===== src/sv/ptd_pkg.sv =====
// Shared types and constants for the periodic task dispatcher.
// Used by ptd_ctrl, ptd_datapath and periodic_task_dispatcher_top.
package ptd_pkg;

  localparam int NUM_SLOTS_DEF = 16;
  localparam logic [15:0] WAIT_CAP_RST = 16'd200;

  localparam int REQ_W     = 3;
  localparam int SLOT_IN_W = 8;
  localparam int IV_W      = 16;
  localparam int CD_W      = 32;
  localparam int KIND_W    = 3;

  // request codes
  localparam logic [REQ_W-1:0] REQ_CREATE = 3'd0;
  localparam logic [REQ_W-1:0] REQ_DELETE = 3'd1;
  localparam logic [REQ_W-1:0] REQ_CHANGE = 3'd2;
  localparam logic [REQ_W-1:0] REQ_TICK   = 3'd3;
  localparam logic [REQ_W-1:0] REQ_CLEAR  = 3'd4;

  // result kinds
  localparam logic [KIND_W-1:0] KIND_CREATE    = 3'd0;
  localparam logic [KIND_W-1:0] KIND_DELETE    = 3'd1;
  localparam logic [KIND_W-1:0] KIND_CHANGE    = 3'd2;
  localparam logic [KIND_W-1:0] KIND_DISPATCH  = 3'd3;
  localparam logic [KIND_W-1:0] KIND_TICK_DONE = 3'd4;
  localparam logic [KIND_W-1:0] KIND_CLEARED   = 3'd5;

  typedef struct packed {
    logic latch;      // capture request fields
    logic idx_hint;   // scan index <= free hint
    logic idx_zero;   // scan index <= 0
    logic crt_step;   // one create search step
    logic del_exec;
    logic clr_exec;
    logic chg_rd;     // read slot entry for change
    logic chg_wr;
    logic tick_rd;    // issue tick read at scan index
    logic tick_done;
  } ptd_cmd_t;

  typedef struct packed {
    logic crt_end;    // create search finishes this cycle
    logic idx_last;   // scan index at the last slot
  } ptd_stat_t;

endpackage


===== src/sv/periodic_task_dispatcher_top.sv =====
// Periodic task dispatcher: top level with the wait_cap register on an APB port.
// Instantiates ptd_ctrl and ptd_datapath; depends on ptd_pkg.
//
//   channel   handshake            payload
//   in_       start / busy         in_req_type, in_slot, in_interval, in_elapsed
//   out_      out_strobe (1 cyc)   out_kind, out_task_slot, out_ok, out_next_wait,
//                                  out_active_count, out_last
//   config    psel/penable/pwrite  paddr, pwdata, prdata, pready (always high)
//
// A beat is taken when start is high and busy low. The result beat is registered and
// appears in the cycle after the work. Change reads the table entry, then writes it;
// create searches for a free slot from the hint, one slot per cycle. A tick walks the
// slot memory one entry per cycle through its registered read port, with up to one
// dispatch beat per slot, then tick done.
// Reset (synchronous rst_n) empties the table and sets wait_cap to 200.
// Results cannot be stalled; each strobe is a single cycle.
module periodic_task_dispatcher_top #(
  parameter int NUM_SLOTS = ptd_pkg::NUM_SLOTS_DEF
) (
  input  logic                                clk,
  input  logic                                rst_n,
  input  logic                                start,
  output logic                                busy,
  input  logic [ptd_pkg::REQ_W-1:0]           in_req_type,
  input  logic [ptd_pkg::SLOT_IN_W-1:0]       in_slot,
  input  logic [ptd_pkg::IV_W-1:0]            in_interval,
  input  logic [ptd_pkg::IV_W-1:0]            in_elapsed,
  output logic                                out_strobe,
  output logic [ptd_pkg::KIND_W-1:0]          out_kind,
  output logic [$clog2(NUM_SLOTS)-1:0]        out_task_slot,
  output logic                                out_ok,
  output logic signed [ptd_pkg::CD_W-1:0]     out_next_wait,
  output logic [$clog2(NUM_SLOTS+1)-1:0]      out_active_count,
  output logic                                out_last,
  input  logic                                psel,
  input  logic                                penable,
  input  logic                                pwrite,
  input  logic [2:0]                          paddr,
  input  logic [31:0]                         pwdata,
  output logic [31:0]                         prdata,
  output logic                                pready
);
  import ptd_pkg::*;

  localparam int CW = $clog2(NUM_SLOTS + 1);

  ptd_cmd_t  cmd;
  ptd_stat_t stat;
  logic [IV_W-1:0] wait_cap_r;
  logic            cfg_wr;

  assign pready = 1'b1;
  assign cfg_wr = psel && penable && pwrite && pready && !paddr[2];

  always_ff @(posedge clk) begin
    if (!rst_n) begin
      wait_cap_r <= WAIT_CAP_RST;
    end else if (cfg_wr) begin
      wait_cap_r <= pwdata[IV_W-1:0];
    end
  end

  assign prdata = paddr[2] ? 32'd0 : {{(32-IV_W){1'b0}}, wait_cap_r};

  ptd_ctrl u_ctrl (
    .clk         (clk),
    .rst_n       (rst_n),
    .start       (start),
    .in_req_type (in_req_type),
    .stat        (stat),
    .cmd         (cmd),
    .busy        (busy)
  );

  ptd_datapath #(
    .NUM_SLOTS (NUM_SLOTS)
  ) u_dp (
    .clk              (clk),
    .rst_n            (rst_n),
    .cmd              (cmd),
    .stat             (stat),
    .in_slot          (in_slot),
    .in_interval      (in_interval),
    .in_elapsed       (in_elapsed),
    .wait_cap         (wait_cap_r),
    .out_strobe       (out_strobe),
    .out_kind         (out_kind),
    .out_task_slot    (out_task_slot),
    .out_ok           (out_ok),
    .out_next_wait    (out_next_wait),
    .out_active_count (out_active_count),
    .out_last         (out_last)
  );

`ifndef SYNTHESIS
  a_disp_not_last: assert property (@(posedge clk) disable iff (!rst_n)
    (out_strobe && out_kind == KIND_DISPATCH) |-> !out_last)
    else $error("dispatch beat flagged as last");

  a_other_last: assert property (@(posedge clk) disable iff (!rst_n)
    (out_strobe && out_kind != KIND_DISPATCH) |-> out_last)
    else $error("closing beat missing last flag");

  a_count_bound: assert property (@(posedge clk) disable iff (!rst_n)
    out_active_count <= CW'(NUM_SLOTS))
    else $error("occupied count above slot count");

  a_tick_busy: assert property (@(posedge clk) disable iff (!rst_n)
    (start && !busy && in_req_type == REQ_TICK) |=> (busy && !out_strobe))
    else $error("tick not taken up by the sequencer");
`endif

endmodule


===== src/sv/ptd_ctrl.sv =====
// Sequencer for the periodic task dispatcher.
// Decodes requests and drives ptd_datapath; depends on ptd_pkg.
module ptd_ctrl (
  input  logic                           clk,
  input  logic                           rst_n,
  input  logic                           start,
  input  logic [ptd_pkg::REQ_W-1:0]      in_req_type,
  input  ptd_pkg::ptd_stat_t             stat,
  output ptd_pkg::ptd_cmd_t              cmd,
  output logic                           busy
);
  import ptd_pkg::*;

  typedef enum logic [3:0] {
    ST_IDLE,
    ST_CREATE,
    ST_DELETE,
    ST_CHG_RD,
    ST_CHG_WR,
    ST_TICK,
    ST_DRAIN,
    ST_TDONE,
    ST_CLEAR
  } state_t;

  state_t state_r, state_nxt;

  always_ff @(posedge clk) begin
    if (!rst_n) begin
      state_r <= ST_IDLE;
    end else begin
      state_r <= state_nxt;
    end
  end

  assign busy = (state_r != ST_IDLE);

  always_comb begin
    cmd       = '0;
    state_nxt = state_r;
    unique case (state_r)
      ST_IDLE: begin
        if (start) begin
          cmd.latch = 1'b1;
          unique case (in_req_type)
            REQ_CREATE: begin
              cmd.idx_hint = 1'b1;
              state_nxt    = ST_CREATE;
            end
            REQ_DELETE: state_nxt = ST_DELETE;
            REQ_CHANGE: state_nxt = ST_CHG_RD;
            REQ_TICK: begin
              cmd.idx_zero = 1'b1;
              state_nxt    = ST_TICK;
            end
            REQ_CLEAR:  state_nxt = ST_CLEAR;
            default:    state_nxt = ST_IDLE;
          endcase
        end
      end
      ST_CREATE: begin
        cmd.crt_step = 1'b1;
        if (stat.crt_end) state_nxt = ST_IDLE;
      end
      ST_DELETE: begin
        cmd.del_exec = 1'b1;
        state_nxt    = ST_IDLE;
      end
      ST_CHG_RD: begin
        cmd.chg_rd = 1'b1;
        state_nxt  = ST_CHG_WR;
      end
      ST_CHG_WR: begin
        cmd.chg_wr = 1'b1;
        state_nxt  = ST_IDLE;
      end
      ST_TICK: begin
        cmd.tick_rd = 1'b1;
        if (stat.idx_last) state_nxt = ST_DRAIN;
      end
      ST_DRAIN: state_nxt = ST_TDONE;  // last slot retires here
      ST_TDONE: begin
        cmd.tick_done = 1'b1;
        state_nxt     = ST_IDLE;
      end
      ST_CLEAR: begin
        cmd.clr_exec = 1'b1;
        state_nxt    = ST_IDLE;
      end
      default: state_nxt = ST_IDLE;
    endcase
  end

endmodule


===== src/sv/ptd_datapath.sv =====
// Slot table, interval/countdown memory and result register.
// Driven by ptd_ctrl through ptd_cmd_t; depends on ptd_pkg.
module ptd_datapath #(
  parameter int NUM_SLOTS = ptd_pkg::NUM_SLOTS_DEF
) (
  input  logic                                clk,
  input  logic                                rst_n,
  input  ptd_pkg::ptd_cmd_t                   cmd,
  output ptd_pkg::ptd_stat_t                  stat,
  input  logic [ptd_pkg::SLOT_IN_W-1:0]       in_slot,
  input  logic [ptd_pkg::IV_W-1:0]            in_interval,
  input  logic [ptd_pkg::IV_W-1:0]            in_elapsed,
  input  logic [ptd_pkg::IV_W-1:0]            wait_cap,
  output logic                                out_strobe,
  output logic [ptd_pkg::KIND_W-1:0]          out_kind,
  output logic [$clog2(NUM_SLOTS)-1:0]        out_task_slot,
  output logic                                out_ok,
  output logic signed [ptd_pkg::CD_W-1:0]     out_next_wait,
  output logic [$clog2(NUM_SLOTS+1)-1:0]      out_active_count,
  output logic                                out_last
);
  import ptd_pkg::*;

  localparam int SW = $clog2(NUM_SLOTS);
  localparam int CW = $clog2(NUM_SLOTS + 1);
  localparam int MW = IV_W + CD_W;
  localparam logic [CW-1:0] FULL     = CW'(NUM_SLOTS);
  localparam logic [CW-1:0] LAST_IDX = CW'(NUM_SLOTS - 1);

  logic [NUM_SLOTS-1:0] valid_r;
  logic [CW-1:0]        count_r, hint_r, idx_r;
  logic [SLOT_IN_W-1:0] slot_r;
  logic [IV_W-1:0]      iv_r, el_r;
  logic signed [CD_W-1:0] wait_r;
  logic                 stop_r;
  logic                 p_vld_r;
  logic [SW-1:0]        p_idx_r;

  // entry = {interval, countdown}
  logic [MW-1:0] mem [NUM_SLOTS];
  logic [MW-1:0] rd_data_r;
  logic [SW-1:0] rd_addr, wr_addr;
  logic [MW-1:0] wr_data;
  logic          wr_en;

  logic          out_strobe_r, out_ok_r, out_last_r;
  logic [KIND_W-1:0] out_kind_r;
  logic [SW-1:0] out_slot_r;
  logic signed [CD_W-1:0] out_wait_r;

  logic [SW-1:0] slot_idx, idx_sel;
  logic          slot_hit, tbl_full, idx_end, crt_found;
  logic signed [CD_W-1:0] rd_cd, iv_ext, chg_cd, new_cd;
  logic [IV_W-1:0] rd_iv;
  logic [CD_W:0] diff, ivel, rel;
  logic          sat, el_nz, dispatch, p_hit, t_lt, t_le0;

  logic          em_valid, em_ok, em_last;
  logic [KIND_W-1:0] em_kind;
  logic [SW-1:0] em_slot;
  logic signed [CD_W-1:0] em_wait;

  assign slot_idx  = slot_r[SW-1:0];
  assign idx_sel   = idx_r[SW-1:0];
  assign slot_hit  = (slot_r < SLOT_IN_W'(NUM_SLOTS)) && valid_r[slot_idx];
  assign tbl_full  = (count_r == FULL);
  assign idx_end   = (idx_r == FULL);
  assign crt_found = !tbl_full && !idx_end && !valid_r[idx_sel];

  assign stat.crt_end  = tbl_full || idx_end || !valid_r[idx_sel];
  assign stat.idx_last = (idx_r == LAST_IDX);

  assign rd_cd  = signed'(rd_data_r[CD_W-1:0]);
  assign rd_iv  = rd_data_r[MW-1:CD_W];
  assign iv_ext = signed'({{(CD_W-IV_W){1'b0}}, iv_r});
  assign chg_cd = (iv_ext < rd_cd) ? iv_ext : rd_cd;

  // countdown - elapsed, and the reloaded value, side by side
  assign el_nz = (el_r != '0);
  assign diff  = {rd_cd[CD_W-1], rd_cd} - {{(CD_W+1-IV_W){1'b0}}, el_r};
  assign ivel  = {{(CD_W+1-IV_W){1'b0}}, rd_iv} - {{(CD_W+1-IV_W){1'b0}}, el_r};
  assign rel   = {rd_cd[CD_W-1], rd_cd} + ivel;
  assign sat   = diff[CD_W] & ~diff[CD_W-1];

  always_comb begin
    if (!el_nz) begin
      new_cd = rd_cd;
    end else if (sat) begin
      new_cd = signed'({1'b1, {(CD_W-1-IV_W){1'b0}}, rd_iv});  // floor plus interval
    end else if (diff[CD_W]) begin
      new_cd = signed'(rel[CD_W-1:0]);
    end else begin
      new_cd = signed'(diff[CD_W-1:0]);
    end
  end

  assign dispatch = el_nz && diff[CD_W];
  assign p_hit    = p_vld_r && valid_r[p_idx_r];
  assign t_lt     = (new_cd < wait_r);
  assign t_le0    = new_cd[CD_W-1] || (new_cd == '0);

  assign rd_addr = cmd.chg_rd ? slot_idx : idx_sel;

  always_comb begin
    wr_en   = 1'b0;
    wr_addr = p_idx_r;
    wr_data = {rd_iv, new_cd};
    if (cmd.crt_step && crt_found) begin
      wr_en   = 1'b1;
      wr_addr = idx_sel;
      wr_data = {iv_r, iv_ext};
    end else if (cmd.chg_wr && slot_hit) begin
      wr_en   = 1'b1;
      wr_addr = slot_idx;
      wr_data = {iv_r, chg_cd};
    end else if (p_hit && el_nz) begin
      wr_en = 1'b1;
    end
  end

  always_ff @(posedge clk) begin
    if (wr_en) begin
      mem[wr_addr] <= wr_data;
    end
    rd_data_r <= mem[rd_addr];
  end

  always_comb begin
    em_valid = 1'b0;
    em_kind  = KIND_CREATE;
    em_slot  = '0;
    em_ok    = 1'b1;
    em_wait  = '0;
    em_last  = 1'b1;
    if (cmd.crt_step && stat.crt_end) begin
      em_valid = 1'b1;
      em_slot  = crt_found ? idx_sel : '0;
      em_ok    = crt_found;
    end else if (cmd.del_exec) begin
      em_valid = 1'b1;
      em_kind  = KIND_DELETE;
      em_ok    = slot_hit;
    end else if (cmd.chg_wr) begin
      em_valid = 1'b1;
      em_kind  = KIND_CHANGE;
      em_ok    = slot_hit;
    end else if (cmd.clr_exec) begin
      em_valid = 1'b1;
      em_kind  = KIND_CLEARED;
    end else if (cmd.tick_done) begin
      em_valid = 1'b1;
      em_kind  = KIND_TICK_DONE;
      em_wait  = wait_r;
    end else if (p_hit && dispatch) begin
      em_valid = 1'b1;
      em_kind  = KIND_DISPATCH;
      em_slot  = p_idx_r;
      em_last  = 1'b0;
    end
  end

  always_ff @(posedge clk) begin
    if (!rst_n) begin
      valid_r      <= '0;
      count_r      <= '0;
      hint_r       <= '0;
      p_vld_r      <= 1'b0;
      out_strobe_r <= 1'b0;
    end else begin
      p_vld_r      <= cmd.tick_rd;
      out_strobe_r <= em_valid;
      if (cmd.crt_step && crt_found) begin
        valid_r[idx_sel] <= 1'b1;
        count_r          <= count_r + 1'b1;
        hint_r           <= idx_r + 1'b1;
      end
      if (cmd.del_exec && slot_hit) begin
        valid_r[slot_idx] <= 1'b0;
        count_r           <= count_r - 1'b1;
        if (CW'(slot_idx) < hint_r) hint_r <= CW'(slot_idx);
      end
      if (cmd.clr_exec) begin
        valid_r <= '0;
        count_r <= '0;
        hint_r  <= '0;
      end
    end
  end

  always_ff @(posedge clk) begin
    if (cmd.latch) begin
      slot_r <= in_slot;
      iv_r   <= (in_interval == '0) ? IV_W'(1) : in_interval;
      el_r   <= in_elapsed;
      wait_r <= signed'({{(CD_W-IV_W){1'b0}}, wait_cap});
      stop_r <= 1'b0;
    end else if (p_hit && !stop_r) begin
      // next wait: running minimum, frozen at the first non-positive countdown
      if (t_lt)  wait_r <= new_cd;
      if (t_le0) stop_r <= 1'b1;
    end
    if (cmd.idx_hint) begin
      idx_r <= hint_r;
    end else if (cmd.idx_zero) begin
      idx_r <= '0;
    end else if (cmd.tick_rd || (cmd.crt_step && !stat.crt_end)) begin
      idx_r <= idx_r + 1'b1;
    end
    p_idx_r    <= idx_sel;
    out_kind_r <= em_kind;
    out_slot_r <= em_slot;
    out_ok_r   <= em_ok;
    out_wait_r <= em_wait;
    out_last_r <= em_last;
  end

  assign out_strobe       = out_strobe_r;
  assign out_kind         = out_kind_r;
  assign out_task_slot    = out_slot_r;
  assign out_ok           = out_ok_r;
  assign out_next_wait    = out_wait_r;
  assign out_active_count = count_r;
  assign out_last         = out_last_r;

endmodule


===== config.mk =====
export PLATFORM = sky130hd
export DESIGN_NAME = periodic_task_dispatcher_top
export DESIGN_NICKNAME = d
export VERILOG_FILES = /design/src/sv/ptd_pkg.sv /design/src/sv/periodic_task_dispatcher_top.sv /design/src/sv/ptd_ctrl.sv /design/src/sv/ptd_datapath.sv
export SDC_FILE = /design/constraint.sdc
export NUM_CORES = 2
export LEC_CHECK = 0
export ABC_CLOCK_PERIOD_IN_PS = 8090
export BUFFER_PORTS_ARGS = -buffer_cell sky130_fd_sc_hd__buf_4
export CORE_MARGIN = 4
export CORE_UTILIZATION = 40
export DETAILED_ROUTE_END_ITERATION = 12
export HOLD_SLACK_MARGIN = 0.05
export PLACE_DENSITY = 0.68
export SETUP_SLACK_MARGIN = 0.5
export SLEW_MARGIN = 20
export SYNTH_ARGS = -nofsm -noshare
export SYNTH_HDL_FRONTEND = slang
export SYNTH_SLANG_ARGS = --single-unit

===== constraint.sdc =====
create_clock -name clk -period 8.09 [get_ports clk]
set_input_delay 0.4045 -clock clk [delete_from_list [all_inputs] [get_ports clk]]
set_output_delay 0.4045 -clock clk [all_outputs]
set_load 0.02 [all_outputs]

==> metrics.yaml <==
outcome:
  status: "finished, final reports clean"
sta:
  fmax_mhz: 137
  finClkSkew_ns: 0.0397
  rsz0062_at_grt: "false"
  slew_viol_final: 0
  tns_ns: 0
  fin_crit_ns: 7.30
  worstMarginPinSlew_ns: 1.31
  hold_viol: 0
  period_share_pct: 90.2
  relSlewSlack_pct: 11.8
  setup_violations: 0
worst_setup_path:
  crit_required_ns: 8.52
  endpoint_kind: "register"
  r2r-end: "u_dp.wait_r[11]"
  worst-r2r-setup-slack_ns: 0.79
  critical_path_class: "register to register"
  worst_r2r_path_depth: 25
  path_max_fanout: 16
  arrival_ns: 7.73
  r2r-start: "u_dp.rd_data_r[0]"
  crit_path_start_kind: "register"
  crit_path_start: "u_dp.rd_data_r[0]"
yosys:
  synth_ff_type: "edfxtp_1"
  synth_warnings: 0
  synth_edf_count: 829
  synth_area_leader_cell: "edfxtp_1"
  ys_async_sr_fraction_pct: 0
  synthCells: 3010
  yosys-top-cells-count: "edfxtp_1, nand2_1, mux4_2"
  synth.distinct_cells: 95
  seq_area_frac_synth_pct: 64.2
  synthMostInstantiatedCell: "edfxtp_1"
  netlist.area_leader.share_pct: 57.0
  synth_area_per_cell_um2: 14.5
  synth_seq_cells: 987
  synth.area.top_cells: "edfxtp_1, mux4_2, dfxtp_1"
  syn_area_um2: 43700
cells_and_area:
  final_nets: 3439
  seqCellArea_um2: 28100
  multi_input_area_um2: 14900
  utilization_pct: 47.3
  drive_gt1_share_pct: 21.3
  fillCellCount: 9142
  area_delta_synth_final_pct: 16.7
die:
  initial_core_util_pct: 40.5
  rows: 120
  die_area_um2: 115000
  coreArea_um2: 108000
  ioPinCount: 165
  die_x_um: 339
  dieHeight_um: 339
drt:
  via_count: 27277
  drc: 0
  postRouteWirelength_mm: 119
  routed_via_density: 5.78
  postRouteAntennaNets: 0
  avgRoutedWirePerCell_um: 25.2
  dr.pass1.iters: 5
  drtIter0Drc: 3041
cts:
  htreeDepth: 3
  clock_path_buffers: 3
  cts_made_buffers: 97
  cts-root-buf: "clkbuf_16"
  clkSlewWorstSetupHoldPaths_ns: 0.07
  clock_latency_ns: 0.70
  clock_sink_count: 987
  cts_tree: "yes"
grt:
  globalRouteTotalUtil_pct: 20.2
  grt_pass1_vias: 26605
  grt_pass1_wl_mm: 176
  antenna_found_initial: 2
  grt_max_degree: 109
  grt_overflow: 0
place:
  place.gp.congestion: 0.961
  portBuffers: 129
  hpwl_mm: 73.8
power_and_ir_drop:
  powerDensity_nw_per_um2: 303
  peakVddDrop_uv: 183
  leakage_nw: 17.6
min_path:
  hp-class: "input pin to register"
  min-delay-start: "rst_n"
  min_to: "u_ctrl.state_r[2]"
  hold_depth: 2
run:
  drv_cap: 0
final cells by class:
| type | instances | area share (%) |
|---|---|---|
| Antenna cell | 1 | 0.00491 |
| Clock buffer | 122 | 5.14 |
| Clock inverter | 61 | 1.61 |
| Inverter | 101 | 0.746 |
| Multi-Input combinational cell | 1753 | 29.2 |
| Sequential cell | 987 | 55.0 |
| Tap cell | 1403 | 3.44 |
| Timing Repair Buffer | 290 | 4.82 |
stage by stage:
stage	setup slack (ns)	total power (W)	area, um2	hold slack [ns]	std cells
6_report	0.794	0.0154	51000	0.0940	4718
5_1_grt	0.523	0.0161	51000	0.0847	4717
4_1_cts	0.495	0.0153	50700	0.0581	4709
3_5_place_dp	0.191	0.0106	46600	0.468	4464
3_3_place_gp	0.265	0.0105	46600	0.466	4464
2_1_floorplan	0.687	0.00912	43800	0.368	3025
where the power goes:
group          leakage [nW]  switching [W]  internal [W]
combinational          7.16        0.00265       0.00145
sequential             8.80       0.000173       0.00639
clock                  1.64        0.00200       0.00278
timing repair:
item / 4_1_cts / 5_1_grt
pin swaps: 1 / 17
gates cloned: 0 / 2
resized for setup: 8 / 32
hold endpoints to repair: 58 / 0
endpoints found under the setup margin: 32 / 32
hold buffers: 62 / 0
setup buffers: 0 / 6
worst max path at each step:
stage / slack, ns / end / depth (start not counted)
2_1_floorplan: 0.69 / u_dp.wait_r[0] / 37
3_3_place_gp: 0.26 / u_dp.wait_r[27] / 37
3_5_place_dp: 0.19 / u_dp.wait_r[17] / 37
4_1_cts: 0.49 / u_dp.wait_r[17] / 37
5_1_grt: 0.52 / u_dp.wait_r[24] / 37
6_report: 0.79 / u_dp.wait_r[11] / 25
layout by cell type, fill, tap and decap left out, types with 75 or more instances in the layout:
cell type	Yosys	final
a211oi_1	81	75
a21oi_1	134	119
buf_4	17	218
clkbuf_16	0	99
dfxtp_1	158	158
edfxtp_1	829	829
ha_1	121	119
inv_1	100	98
mux4_2	206	206
nand2_1	274	273
nor2_1	190	175
flip-flops by register name, summed over array words and instances, names as in the netlist, 8 cells and up:
| signal | count |
|---|---|
| u_dp.valid_r | 16 |
| u_dp.slot_r | 8 |
| u_dp.iv_r | 16 |
| u_dp.wait_r | 32 |
| u_dp.rd_data_r | 48 |
| u_dp.out_next_wait | 32 |
| u_dp.el_r | 16 |
| u_dp.mem | 768 |
| wait_cap_r | 16 |
per-layer routing:
| metal | vias up | global-route usage [%] | share of wire [%] |
|---|---|---|---|
| met2 | 1187 | 31.9 | 46 |
| met3 | 203 | 3.52 | 7.9 |
| met5 | - | 0 | 0 |
| met1 | 13815 | 28.4 | 42 |
| li1 | 12072 | - | - |
| met4 | 0 | 7.02 | 3.6 |
worst max-delay path: stages, from the launching register on:
cell      delay (ns)
dfxtp_1         0.47
inv_1           0.11
ha_1            0.25
inv_1           0.08
fa_1            0.20
a21oi_1         0.14
o21ai_0         0.38
or3b_2          0.57
a31o_2          0.27
nor2_1          0.75
buf_4           0.37
nand2_1         0.09
a41oi_1         0.67
ha_1            0.38
a21o_1          0.18
a21o_1          0.17
a21o_1          0.18
a21o_1          0.19
a21o_1          0.18
a21o_1          0.18
a21oi_1         0.15
o21bai_1        0.07
or3_4           0.38
mux2i_4         0.32
nand2_1         0.12
buf_6           0.18
cells by family (layout without fill, tap and decap cells):
kind of cell,Yosys count,in the layout,share of synthesized area [%]
AOI/OAI and AO/OA,566,566,8.77
xor gates and xnor gates,56,56,1.12
adders and majority gates,125,125,3.65
buffers and inverters,285,574,2.68
DFF,987,987,64.2
muxes,237,237,11.4
other,2,18,0.0172
and+or+nand+nor,752,752,8.15
(Power assumes the default switching activity.)
